### config.mk
export PLATFORM = sky130hd
export DESIGN_NAME = recycling_id_allocator
export DESIGN_NICKNAME = d
export VERILOG_FILES = /design/src/design/rida_pkg.sv /design/src/design/recycling_id_allocator.sv /design/src/design/rida_ram.sv /design/src/design/rida_ctrl.sv
export VERILOG_INCLUDE_DIRS = /design/src /design/src/design
export SDC_FILE = /design/constraint.sdc
export NUM_CORES = 2
export LEC_CHECK = 0
export ABC_CLOCK_PERIOD_IN_PS = 14400
export BUFFER_PORTS_ARGS = -buffer_cell sky130_fd_sc_hd__buf_2
export CAP_MARGIN = 20
export CORE_MARGIN = 5
export CORE_UTILIZATION = 50
export DETAILED_ROUTE_END_ITERATION = 6
export GPL_TIMING_DRIVEN = 0
export PLACE_DENSITY = 0.7
export SYNTH_ARGS = -nofsm -noshare
export SYNTH_HDL_FRONTEND = slang
export SYNTH_HIERARCHICAL = 1
export SYNTH_SLANG_ARGS = --single-unit
### constraint.sdc
create_clock -name clk -period 14.4 [get_ports clk]
set_clock_uncertainty 0.2 [all_clocks]
set_input_delay 0.72 -clock clk [delete_from_list [all_inputs] [get_ports clk]]
set_output_delay 0.72 -clock clk [all_outputs]
set_load 0.03 [all_outputs]
### src/design/assert_macros.svh
// ----------------------------------------------------------------------------
// Assertion macros
// Concurrent checks on a clock with a synchronous reset; empty in synthesis.
// ----------------------------------------------------------------------------
`ifndef ASSERT_MACROS_SVH
`define ASSERT_MACROS_SVH

`ifndef SYNTHESIS
// Check a property at every rising edge outside reset
`define ASSERT_CLK(label, clk, rst, prop, msg) \
  label: assert property (@(posedge clk) disable iff (rst) (prop)) else $error(msg);
// Check that an expression never holds outside reset
`define ASSERT_NEVER(label, clk, rst, expr, msg) \
  label: assert property (@(posedge clk) disable iff (rst) !(expr)) else $error(msg);
`else
`define ASSERT_CLK(label, clk, rst, prop, msg)
`define ASSERT_NEVER(label, clk, rst, expr, msg)
`endif

`endif

### src/design/rida_pkg.sv
`timescale 1ns / 1ps
// ----------------------------------------------------------------------------
// rida_pkg
// Shared types and constants of the recycling ID allocator.
// ----------------------------------------------------------------------------
package rida_pkg;

  // Default size of the ID pool
  localparam int MAX_IDS_DEF = 256;

  // Operation codes
  typedef enum logic [2:0] {
    OP_ALLOC   = 3'd0,
    OP_RELEASE = 3'd1,
    OP_QUERY   = 3'd2,
    OP_GROW    = 3'd3,
    OP_CLEAR   = 3'd4
  } op_e_t;

  // Result status codes
  typedef enum logic [1:0] {
    ST_OK          = 2'd0,
    ST_POOL_FULL   = 2'd1,
    ST_BAD_RELEASE = 2'd2
  } status_t;

  // One request
  typedef struct packed {
    logic [8:0] new_size;
    logic [7:0] id;
    op_e_t      opcode;
  } item_t;

  // One response
  typedef struct packed {
    logic [8:0] id_count;
    logic       none_in_use;
    logic [8:0] next_id;
    status_t    status;
    logic       in_use;
    logic [7:0] result_id;
  } result_t;

endpackage

### src/design/recycling_id_allocator.sv
`timescale 1ns / 1ps
// ----------------------------------------------------------------------------
// recycling_id_allocator
// Hands out small integer IDs and recycles freed ones through a FIFO queue.
// ----------------------------------------------------------------------------
//  Channel  Dir  tdata / tuser
//  s_*      in   tuser: opcode; tdata: id, new_size
//  m_*      out  tdata: result_id, in_use, status, next_id, none_in_use,
//                       id_count
//
// Allocate, release, query, clear and unknown codes pass through lookup,
// update, queue front peek and result load before the next transfer in.
// Grow walks each new ID onto the queue between update and peek.
// Reset clears pointers and counters only; map entries at or above the
// created count are never trusted, so no clearing pass is run.
// A stalled output holds the sequencer in its last step.
// ----------------------------------------------------------------------------
module recycling_id_allocator #(
  parameter int MAX_IDS = rida_pkg::MAX_IDS_DEF
) (
  input  logic        clk,
  input  logic        rst,
  input  logic        s_tvalid,
  output logic        s_tready,
  input  logic [23:0] s_tdata,   // [7:0] id, [16:8] new_size, zero fill
  input  logic [2:0]  s_tuser,   // [2:0] opcode
  output logic        m_tvalid,
  input  logic        m_tready,
  output logic [31:0] m_tdata    // [7:0] result_id, [8] in_use, [10:9] status,
                                 // [19:11] next_id, [20] none_in_use,
                                 // [29:21] id_count, zero fill
);
  import rida_pkg::*;

  item_t   item;
  result_t res;
  logic    res_valid, res_ready;

  // Unpack the request
  assign item.opcode   = op_e_t'(s_tuser);
  assign item.id       = s_tdata[7:0];
  assign item.new_size = s_tdata[16:8];

  rida_ctrl #(.MAX_IDS(MAX_IDS)) u_ctrl (
    .clk(clk), .rst(rst),
    .item_valid(s_tvalid), .item_ready(s_tready), .item(item),
    .res_valid(res_valid), .res_ready(res_ready), .res(res)
  );

  // Output register
  assign res_ready = !m_tvalid || m_tready;

  always_ff @(posedge clk) begin
    if (rst) begin
      m_tvalid <= 1'b0;
    end else if (res_ready) begin
      m_tvalid <= res_valid;
    end
  end

  always_ff @(posedge clk) begin
    if (res_ready && res_valid) begin
      m_tdata <= {2'b00, res.id_count, res.none_in_use, res.next_id, res.status,
                  res.in_use, res.result_id};
    end
  end

endmodule

### src/design/rida_ram.sv
`timescale 1ns / 1ps
// ----------------------------------------------------------------------------
// rida_ram
// Simple dual-port RAM: one write port, one read port with registered data.
// ----------------------------------------------------------------------------
module rida_ram #(
  parameter int WIDTH = 8,
  parameter int DEPTH = 256
) (
  input  logic                     clk,
  input  logic                     we,
  input  logic [$clog2(DEPTH)-1:0] waddr,
  input  logic [WIDTH-1:0]         wdata,
  input  logic                     re,
  input  logic [$clog2(DEPTH)-1:0] raddr,
  output logic [WIDTH-1:0]         rdata
);

  logic [WIDTH-1:0] mem [DEPTH];

  // Write and registered read
  always_ff @(posedge clk) begin
    if (we) begin
      mem[waddr] <= wdata;
    end
    if (re) begin
      rdata <= mem[raddr];
    end
  end

endmodule

### src/design/rida_ctrl.sv
`timescale 1ns / 1ps
`include "assert_macros.svh"
// ----------------------------------------------------------------------------
// rida_ctrl
// Sequencer of the allocator: owns the free queue and used map RAMs, the
// queue pointers and counters, and walks new IDs onto the queue on grow.
// ----------------------------------------------------------------------------
module rida_ctrl #(
  parameter int MAX_IDS = rida_pkg::MAX_IDS_DEF
) (
  input  logic              clk,
  input  logic              rst,
  input  logic              item_valid,
  output logic              item_ready,
  input  rida_pkg::item_t   item,
  output logic              res_valid,
  input  logic              res_ready,
  output rida_pkg::result_t res
);
  import rida_pkg::*;

  localparam int IW = $clog2(MAX_IDS);
  localparam int CW = $clog2(MAX_IDS + 1);
  localparam int XW = CW + 9;
  localparam int SW = CW + 1;

  typedef enum logic [4:0] {
    S_IDLE = 5'b00001,
    S_EXEC = 5'b00010,
    S_WALK = 5'b00100,
    S_PEEK = 5'b01000,
    S_DONE = 5'b10000
  } state_t;

  state_t        st, st_next;
  logic [IW-1:0] head, head_next, tail, tail_next;
  logic [CW-1:0] fill, fill_next, created, created_next, used, used_next;
  logic [CW-1:0] walk, walk_next, target, target_next;
  op_e_t         op_r, op_next;
  logic [7:0]    id_r, id_next;
  logic [8:0]    size_r, size_next;
  logic [7:0]    res_id, res_id_next;
  logic          in_use, in_use_next;
  status_t       status, status_next;

  // RAM ports
  logic          q_we, q_re, m_we, m_re, m_wdata;
  logic [IW-1:0] q_waddr, q_wdata, q_rdata, m_waddr, m_raddr;
  logic          m_rdata;

  // Helper terms
  logic [IW-1:0] head_inc, tail_inc;
  logic [CW-1:0] walk_inc, grow_tgt;
  logic          id_live, q_room;

  rida_ram #(.WIDTH(IW), .DEPTH(MAX_IDS)) u_queue (
    .clk(clk), .we(q_we), .waddr(q_waddr), .wdata(q_wdata),
    .re(q_re), .raddr(head), .rdata(q_rdata)
  );

  rida_ram #(.WIDTH(1), .DEPTH(MAX_IDS)) u_map (
    .clk(clk), .we(m_we), .waddr(m_waddr), .wdata(m_wdata),
    .re(m_re), .raddr(m_raddr), .rdata(m_rdata)
  );

  // Pointer wrap, walk step and range checks
  assign head_inc = (head == IW'(MAX_IDS - 1)) ? '0 : head + IW'(1);
  assign tail_inc = (tail == IW'(MAX_IDS - 1)) ? '0 : tail + IW'(1);
  assign walk_inc = walk + CW'(1);
  assign grow_tgt = (XW'(size_r) > XW'(MAX_IDS)) ? CW'(MAX_IDS) : CW'(size_r);
  assign id_live  = XW'(id_r) < XW'(created);
  assign q_room   = fill != CW'(MAX_IDS);

  // Issue lookups as an item is taken, and the queue front peek
  assign item_ready = (st == S_IDLE);
  assign q_re       = ((st == S_IDLE) && item_valid) || (st == S_PEEK);
  assign m_re       = (st == S_IDLE) && item_valid;
  assign m_raddr    = IW'(item.id);

  // Sequencer and update of the pool state
  always_comb begin
    st_next      = st;
    head_next    = head;
    tail_next    = tail;
    fill_next    = fill;
    created_next = created;
    used_next    = used;
    walk_next    = walk;
    target_next  = target;
    op_next      = op_r;
    id_next      = id_r;
    size_next    = size_r;
    res_id_next  = res_id;
    in_use_next  = in_use;
    status_next  = status;
    q_we         = 1'b0;
    q_waddr      = tail;
    q_wdata      = IW'(id_r);
    m_we         = 1'b0;
    m_waddr      = IW'(id_r);
    m_wdata      = 1'b0;
    unique case (st)
      S_IDLE: begin
        if (item_valid) begin
          op_next     = item.opcode;
          id_next     = item.id;
          size_next   = item.new_size;
          res_id_next = '0;
          in_use_next = 1'b0;
          status_next = ST_OK;
          st_next     = S_EXEC;
        end
      end
      S_EXEC: begin
        st_next = S_PEEK;
        unique case (op_r)
          OP_ALLOC: begin
            if (fill != '0) begin
              // reuse the oldest freed ID
              m_we        = 1'b1;
              m_waddr     = q_rdata;
              m_wdata     = 1'b1;
              head_next   = head_inc;
              fill_next   = fill - CW'(1);
              used_next   = used + CW'(1);
              res_id_next = 8'(q_rdata);
            end else if (created != CW'(MAX_IDS)) begin
              // create a fresh ID
              m_we         = 1'b1;
              m_waddr      = IW'(created);
              m_wdata      = 1'b1;
              created_next = created + CW'(1);
              used_next    = used + CW'(1);
              res_id_next  = 8'(created);
            end else begin
              status_next = ST_POOL_FULL;
            end
          end
          OP_RELEASE: begin
            if (id_live && m_rdata) begin
              used_next = used - CW'(1);
              m_we      = 1'b1;
              if (q_room) begin
                q_we      = 1'b1;
                tail_next = tail_inc;
                fill_next = fill + CW'(1);
              end
            end else begin
              status_next = ST_BAD_RELEASE;
            end
          end
          OP_QUERY: begin
            in_use_next = id_live && m_rdata;
          end
          OP_GROW: begin
            if (grow_tgt > created) begin
              walk_next   = created;
              target_next = grow_tgt;
              st_next     = S_WALK;
            end
          end
          OP_CLEAR: begin
            head_next    = '0;
            tail_next    = '0;
            fill_next    = '0;
            created_next = '0;
            used_next    = '0;
          end
          default: begin
          end
        endcase
      end
      S_WALK: begin
        // push one new ID and mark it free in the map
        m_we      = 1'b1;
        m_waddr   = IW'(walk);
        q_wdata   = IW'(walk);
        walk_next = walk_inc;
        if (q_room) begin
          q_we      = 1'b1;
          tail_next = tail_inc;
          fill_next = fill + CW'(1);
        end
        if (walk_inc == target) begin
          created_next = target;
          st_next      = S_PEEK;
        end
      end
      S_PEEK: begin
        st_next = S_DONE;
      end
      S_DONE: begin
        if (res_ready) begin
          st_next = S_IDLE;
        end
      end
      default: begin
        st_next = S_IDLE;
      end
    endcase
  end

  // Control state
  always_ff @(posedge clk) begin
    if (rst) begin
      st      <= S_IDLE;
      head    <= '0;
      tail    <= '0;
      fill    <= '0;
      created <= '0;
      used    <= '0;
    end else begin
      st      <= st_next;
      head    <= head_next;
      tail    <= tail_next;
      fill    <= fill_next;
      created <= created_next;
      used    <= used_next;
    end
  end

  // Working registers of the current item
  always_ff @(posedge clk) begin
    walk   <= walk_next;
    target <= target_next;
    op_r   <= op_next;
    id_r   <= id_next;
    size_r <= size_next;
    res_id <= res_id_next;
    in_use <= in_use_next;
    status <= status_next;
  end

  // Result: next ID is the queue front read in the peek cycle, or the created count if the queue is empty
  assign res_valid       = (st == S_DONE);
  assign res.result_id   = res_id;
  assign res.in_use      = in_use;
  assign res.status      = status;
  assign res.next_id     = (fill != '0) ? 9'(q_rdata) : 9'(created);
  assign res.none_in_use = (used == '0);
  assign res.id_count    = 9'(created);

  // Every created ID is either queued or in use
  `ASSERT_CLK(a_pool_balance, clk, rst, (st != S_IDLE) || (SW'(fill) + SW'(used) == SW'(created)), "free and used IDs do not add up to the created count")
  `ASSERT_NEVER(a_fill_cap, clk, rst, fill > CW'(MAX_IDS), "free queue fill beyond pool size")
  `ASSERT_CLK(a_walk_range, clk, rst, (st == S_WALK) |-> (walk < target), "grow walk past its target")
  `ASSERT_CLK(a_done_exit, clk, rst, ((st == S_DONE) && res_ready) |=> (st == S_IDLE), "result taken but sequencer not back to idle")

endmodule
# ---- Word-level counts from Yosys, hierarchy flattened
# Memories as Yosys holds them, arrays and structs flattened. A register that Yosys moved wholly into a read port is not among the register bits.
# Cells that the tools add are included.
dict set report word_totals {
  register_bits 128
  latchBits 0
  ramBits 2304
  rom_bits 0
  inputBits 31
  out_inout_bits 34
  mem_count 2
}
dict set report classes {
  add_sub_neg 8
  mul 0
  n_div 0
  order_cmp 3
  eq_ne 35
  n_shift 0
  mux 67
  n_bitwise 0
  n_reduce_logical 25
}
# memory depth word_bits read_ports rd_clocked_by_memory_dff wr line
set memory_table {}
lappend memory_table {u_ctrl.u_queue.mem 256 8 1 1 1 rida_ram.sv:19} ;# logic [WIDTH-1:0] mem [DEPTH];
lappend memory_table {u_ctrl.u_map.mem 256 1 1 1 1 rida_ram.sv:19}
# cell n
set ops {}
lappend ops {{$mux 8} 14}
lappend ops {{$mux 9} 12}
lappend ops {{$pmux 8 s2} 5}
lappend ops {{$pmux 9 s2} 4}
lappend ops {{$pmux 9 s3} 2}
lappend ops {{$add 9x1->9 const B} 4}
lappend ops {{$pmux 5 s5} 1}
lappend ops {{$mux 5} 4}
lappend ops {{$ne 3x3->1 const B} 6}
lappend ops {{$ne 9x9->1 const B} 2}
lappend ops {{$reduce_and 3->1} 6}
lappend ops {{$sub 9x1->9 const B} 2}
lappend ops {{$add 8x1->8 const B} 2}
lappend ops {{$eq 8x8->1 const B} 2}
lappend ops {{$mux 1} 14}
lappend ops {{$ne 2x1->1 const B} 6}
lappend ops {{$reduce_and 4->1} 3}
lappend ops {{$eq 9x9->1} 1}
lappend ops {{$gt 9x9->1} 1}
lappend ops {{$gt 9x9->1 const B} 1}
lappend ops {{$logic_not 9->1} 1}
lappend ops {{$lt 8x9->1} 1}
lappend ops {{$ne 3x2->1 const B} 3}
lappend ops {{$reduce_bool 9->1} 1}
lappend ops {{24 further kinds} 40}

# ---- Logic depth before layout (Yosys ltp)
dict set report depth {
  ltp_word 7
  mapped_depth 16
}

# ---- Hierarchy
# Netlist, hierarchy kept.
# module instances cells_each area_per_inst_um2
set modules_own_cells {}
lappend modules_own_cells {{rida_ram (u_ctrl.u_queue)} 1 3733 79636.4}
lappend modules_own_cells {{rida_ram (u_ctrl.u_map)} 1 788 11138.2}
lappend modules_own_cells {rida_ctrl 1 680 5964.5}
lappend modules_own_cells {recycling_id_allocator 1 38 974.7}

# ---- Worst setup path after synthesis
# Ideal clock, no wire load.
dict set report synth_path {
  path_type {flip-flop to flip-flop}
  from {register u_ctrl.op_r[2]}
  to {memory u_ctrl.u_map.mem[115] (enable)}
  t_arrival_ns 8.596
  required_time_ns 13.898
  slack_ns 5.301
  path_stages_with_launch 13
  path_buffers 3
  path_cell_list {edfxtp_1 > clkbuf_1 > nor3_1 > nand3_1 > clkbuf_1 > nor2_1 > nor2_4 > nand2_1 > o211ai_1 > nor3b_1 > nand3_1 > clkbuf_1 > nor2_1}
}
dict set report synth_between {
  word_cells_on_any_way 8
  classes_between {eq/ne (1); mux (6); reduce/logical (1)}
}
# item line
set synth_lines {}
lappend synth_lines {{from (decl)} rida_ctrl.sv:39} ;# op_e_t op_r, op_next;
lappend synth_lines {{from (signal assigned)} rida_ctrl.sv:226} ;# op_r <= op_next;
lappend synth_lines {{$logic_not 3->1} rida_ctrl.sv:116} ;# unique case (op_r)
lappend synth_lines {{$mux 8} rida_ctrl.sv:116}
lappend synth_lines {{$pmux 8 s2} rida_ctrl.sv:102} ;# unique case (st)
lappend synth_lines {{via u_ctrl.m_waddr[3]} rida_ctrl.sv:48} ;# logic [IW-1:0] q_waddr, q_wdata, q_rdata, m_waddr, m_raddr;
lappend synth_lines {{to (decl)} rida_ram.sv:19}
# The timed path passes the listed nets, and every way through them passes these cells.

# ---- Final worst setup path
dict set report layout_path {
  from {register u_ctrl.st[4]}
  to {memory u_ctrl.u_queue.mem[38][5] (enable)}
}
dict set report layout_between {
  elab_chain_len 4
  word_cells_on_any_way 5
  classes_between {eq/ne (2); mux (3)}
}
# item line
set layout_rtl {}
lappend layout_rtl {{from (decl)} rida_ctrl.sv:35} ;# state_t st, st_next;
lappend layout_rtl {{from (signal assigned)} rida_ctrl.sv:213} ;# st <= st_next;
lappend layout_rtl {{$eq 5x3->1 / $eq 5x2->1 (equally long branches)} rida_ctrl.sv:102}
lappend layout_rtl {{$pmux 1 s2 *} rida_ctrl.sv:102}
lappend layout_rtl {{via u_ctrl.q_we} rida_ctrl.sv:47} ;# logic q_we, q_re, m_we, m_re, m_wdata;
lappend layout_rtl {{$mux 1 *} rida_ram.sv:23} ;# if (we) begin
lappend layout_rtl {{$mux 1 (implied by the code) *} rida_ram.sv:24} ;# mem[waddr] <= wdata;
lappend layout_rtl {{to (decl)} rida_ram.sv:19}
# Mark *: on every way through the listed nets, which the timed path passes. The rest lies on a longest branch.

==> impl_metrics.json <==
{
  "report.final.slew_viol_count": 0,
  "p_leak_nw": 33.9,
  "async_flop_share": 0,
  "rsz0062_at_grt": "false",
  "synth_cells": 5239,
  "status": "finished, violations left",
  "yosys_warnings": 6,
  "min_path_type": "in2reg",
  "period_needed_ns": 6.17,
  "wl_mm": 284,
  "seq_area_frac_synth": 0.745,
  "drive_gt1_frac": 0.197,
  "hpwl_mm": 190,
  "crit_slowest_cell": "nor2_1",
  "cp-end-kind": "flip-flop",
  "cp.arrival_ns": 6.48,
  "finalSetupViolCount": 0,
  "htree_num_levels": 4,
  "grt_max_degree": 98,
  "route.met2.wl_mm": 127,
  "worstPathRequired_ns": 14.70,
  "insertion_delay_ns": 0.88,
  "cts-root-buf": "clkbuf_16",
  "fp.dieW_um": 452,
  "synth_seq_cells": 2441,
  "cap_violations": 0,
  "vias": 55300,
  "row_count": 162,
  "num-nets-final": 5676,
  "initial_core_util": 0.502,
  "core-area_um2": 195000,
  "worst_pin_slew_ns": 1.43,
  "wl_met3_mm": 40.0,
  "first_iter_violations": 8894,
  "cp_common_cell": "clkbuf_1",
  "crit_path_start": "u_ctrl/st[4]",
  "cts_made_buffers": 232,
  "final_util": 0.567,
  "synth_cell_type_count": 92,
  "hp-start": "s_tdata[6]",
  "io_pins": 65,
  "gp_congestion": 0.956,
  "drc": 1,
  "wl_met1_mm": 101,
  "grt-ovfl-total": 0,
  "rr_startpoint": "u_ctrl/st[4]",
  "crit_fanout": 10,
  "cts_sinks": 2441,
  "die_area_um2": 204000,
  "synth-edff-count": 2392,
  "cpPeakStageDelay_ns": 0.93,
  "routed_via_density": 6.61,
  "first_global_vias": 53000,
  "port_buffers": 55,
  "grt_use_total": 0.275,
  "syn-cell-area_um2": 97700,
  "wl_per_cell_um": 33.9,
  "irDropWorstVdd_mv": 0.181,
  "avgSynthCellArea_um2": 18.7,
  "ant_nets": 0,
  "finalSetupTns_ns": 0,
  "grt_pass1_wl_mm": 397,
  "firstDrtPassIters": 7,
  "critical_path_class": "reg2reg",
  "cts_tree": "yes",
  "ctsLongestPathBuffers": 3,
  "period_share": 0.429,
  "path_buf_inv": 6,
  "violations": "DRC",
  "clkTransAtPathRegs_ns": 0.06,
  "synthFlopType": "edfxtp_1",
  "area_growth_pct": 12.8,
  "worst_setup_path_start_kind": "flip-flop",
  "timing.fmax_mhz": 162,
  "slew_headroom": 0.0472,
  "critPathTopFamily": "buffers and inverters",
  "hold_viol_final": 0,
  "top_layer": "met5",
  "powerDensity_nw_per_um2": 140,
  "antenna_found_initial": 15,
  "die_y_um": 452,
  "path_cells": "nor3_2, and2_1, clkbuf_1, clkbuf_1, clkbuf_1, a21oi_1, nor2_1, clkbuf_1, buf_1, nand3_1, clkbuf_2, nor2_1"
}
## cell families (layout without fill, tap and decap cells)
logic type / Yosys count / after routing / synth area share
multiplexers: 693 / 693 / 0.135
XOR/XNOR: 34 / 34 / 0.00348
AO/OA/AOI/OAI: 591 / 591 / 0.0420
buffers and inverters: 356 / 934 / 0.0207
flip-flops: 2441 / 2441 / 0.745
adder cells (fa/ha/maj): 31 / 31 / 0.00405
AND/OR/NAND/NOR: 1092 / 1092 / 0.0497
other: 1 / 7 / 0.0000384
## per-layer routing
| metal | track usage | vias up |
|---|---|---|
| met5 | 0 | - |
| met4 | 0.124 | 4 |
| met3 | 0.0926 | 700 |
| met2 | 0.408 | 3981 |
| met1 | 0.372 | 28500 |
| li1 | - | 22000 |
## stage by stage
stage	area, um2	power (mW)	worst slack [ns]	hold WS (ns)	cells
after floorplan	97700	9.03	5.30	0.200	5240
after global placement	101000	9.54	0.692	0.207	7837
after detailed placement	102000	9.40	8.49	0.205	7893
after CTS	110000	15.4	8.45	0.000908	8353
after global routing	110000	15.8	8.16	0.0208	8360
final	110000	15.4	8.23	0.0743	8365
## layout by cell type, fill, tap and decap left out, types with 12 or more instances in the layout
cell	count
nor3_1	48
edfxtp_1	2392
nor2b_1	53
bufinv_16	27
a21oi_1	145
nand2_1	143
o211ai_1	20
dlygate4sd3_1	22
mux4_2	496
xnor2_1	21
buf_16	27
inv_1	32
ha_1	30
o221ai_1	48
buf_12	13
dfxtp_1	49
o22ai_1	53
clkbuf_2	21
buf_2	109
a22oi_1	145
nand3_1	76
clkinv_2	54
buf_1	22
nand2b_1	13
o21ai_0	52
a211oi_1	25
nand4_1	17
and2_1	12
a22o_1	14
buf_4	41
buf_6	31
clkinv_1	58
nor4_1	32
nor2_1	619
mux2i_1	192
clkbuf_1	193
clkbuf_16	235
buf_8	25
a221oi_1	15
## registers in the layout, indices dropped and copies added, names as in the netlist
name and flops:
u_ctrl/res_id 8, u_ctrl/target 9, m_tvalid 1, u_ctrl/created 9, m_tdata 30, u_ctrl/id_r 8, u_ctrl/u_queue/rdata 8, u_ctrl/used 9
u_ctrl/head 8, u_ctrl/walk 9, u_ctrl/in_use 1, u_ctrl/u_map/rdata 1, u_ctrl/u_map/mem 256, u_ctrl/q_waddr 8, u_ctrl/status 2, u_ctrl/op_r 3
u_ctrl/u_queue/mem 2048, u_ctrl/size_r 9, u_ctrl/st 5, u_ctrl/fill 9
## synthesized netlist by cell type, types with 14 or more instances
cell / instances / share of area
nor2_1: 620 / 0.024
a22o_1: 14 / 0.0013
mux2i_1: 192 / 0.020
ha_1: 30 / 0.0038
xnor2_1: 21 / 0.0019
buf_6: 30 / 0.0035
inv_1: 32 / 0.0012
nand4_1: 17 / 0.0011
buf_1: 23 / 0.00088
edfxtp_1: 2392 / 0.74
a22oi_1: 145 / 0.011
buf_4: 35 / 0.0027
a211oi_1: 25 / 0.0019
a221oi_1: 15 / 0.0013
o22ai_1: 53 / 0.0034
nand3_1: 76 / 0.0039
nor3_1: 48 / 0.0025
nor4_1: 33 / 0.0021
nand2_1: 151 / 0.0058
o221ai_1: 48 / 0.0043
a21oi_1: 145 / 0.0074
mux4_2: 496 / 0.11
o21ai_0: 52 / 0.0027
nor2b_1: 53 / 0.0034
clkbuf_1: 170 / 0.0065
dfxtp_1: 49 / 0.010
o211ai_1: 20 / 0.0015
buf_2: 43 / 0.0022
## cell type report
class | instances | area [um2]
diodes | 5 | 12.5
plain buffers | 322 | 1920
clock buffers | 278 | 6040
clock inverters | 160 | 1570
fillers | 14300 | 84300
inverters | 34 | 128
multi-input cells | 2443 | 23000
flip-flops and latches | 2441 | 72800
well taps | 2542 | 3180
repair buffers | 140 | 1640
## final timing paths
path | depth (start not counted) | slack, ns | end
hold reg to reg | 0 | 0.20 | m_tdata[10]
setup / recovery | 12 | 8.23 | u_ctrl/u_queue/mem[38][5]
hold / removal | 1 | 0.07 | u_ctrl/id_r[6]
setup reg to reg | 12 | 8.23 | u_ctrl/u_queue/mem[38][5]
## report_power, final
| group | switching, mW | internal [mW] |
|---|---|---|
| Combinational | 0.803 | 0.283 |
| Sequential | 0.0293 | 8.16 |
| Clock | 2.65 | 3.47 |
## what timing repair did
item / 4_1_cts / 5_1_grt
buffers inserted: 0 / 0
setup endpoints to repair: 0 / 0
hold buffers: 22 / 0
gates resized for setup: 0 / 0
hold endpoints to repair: 21 / 0
No activity file was read; power rests on OpenSTA's default activity.
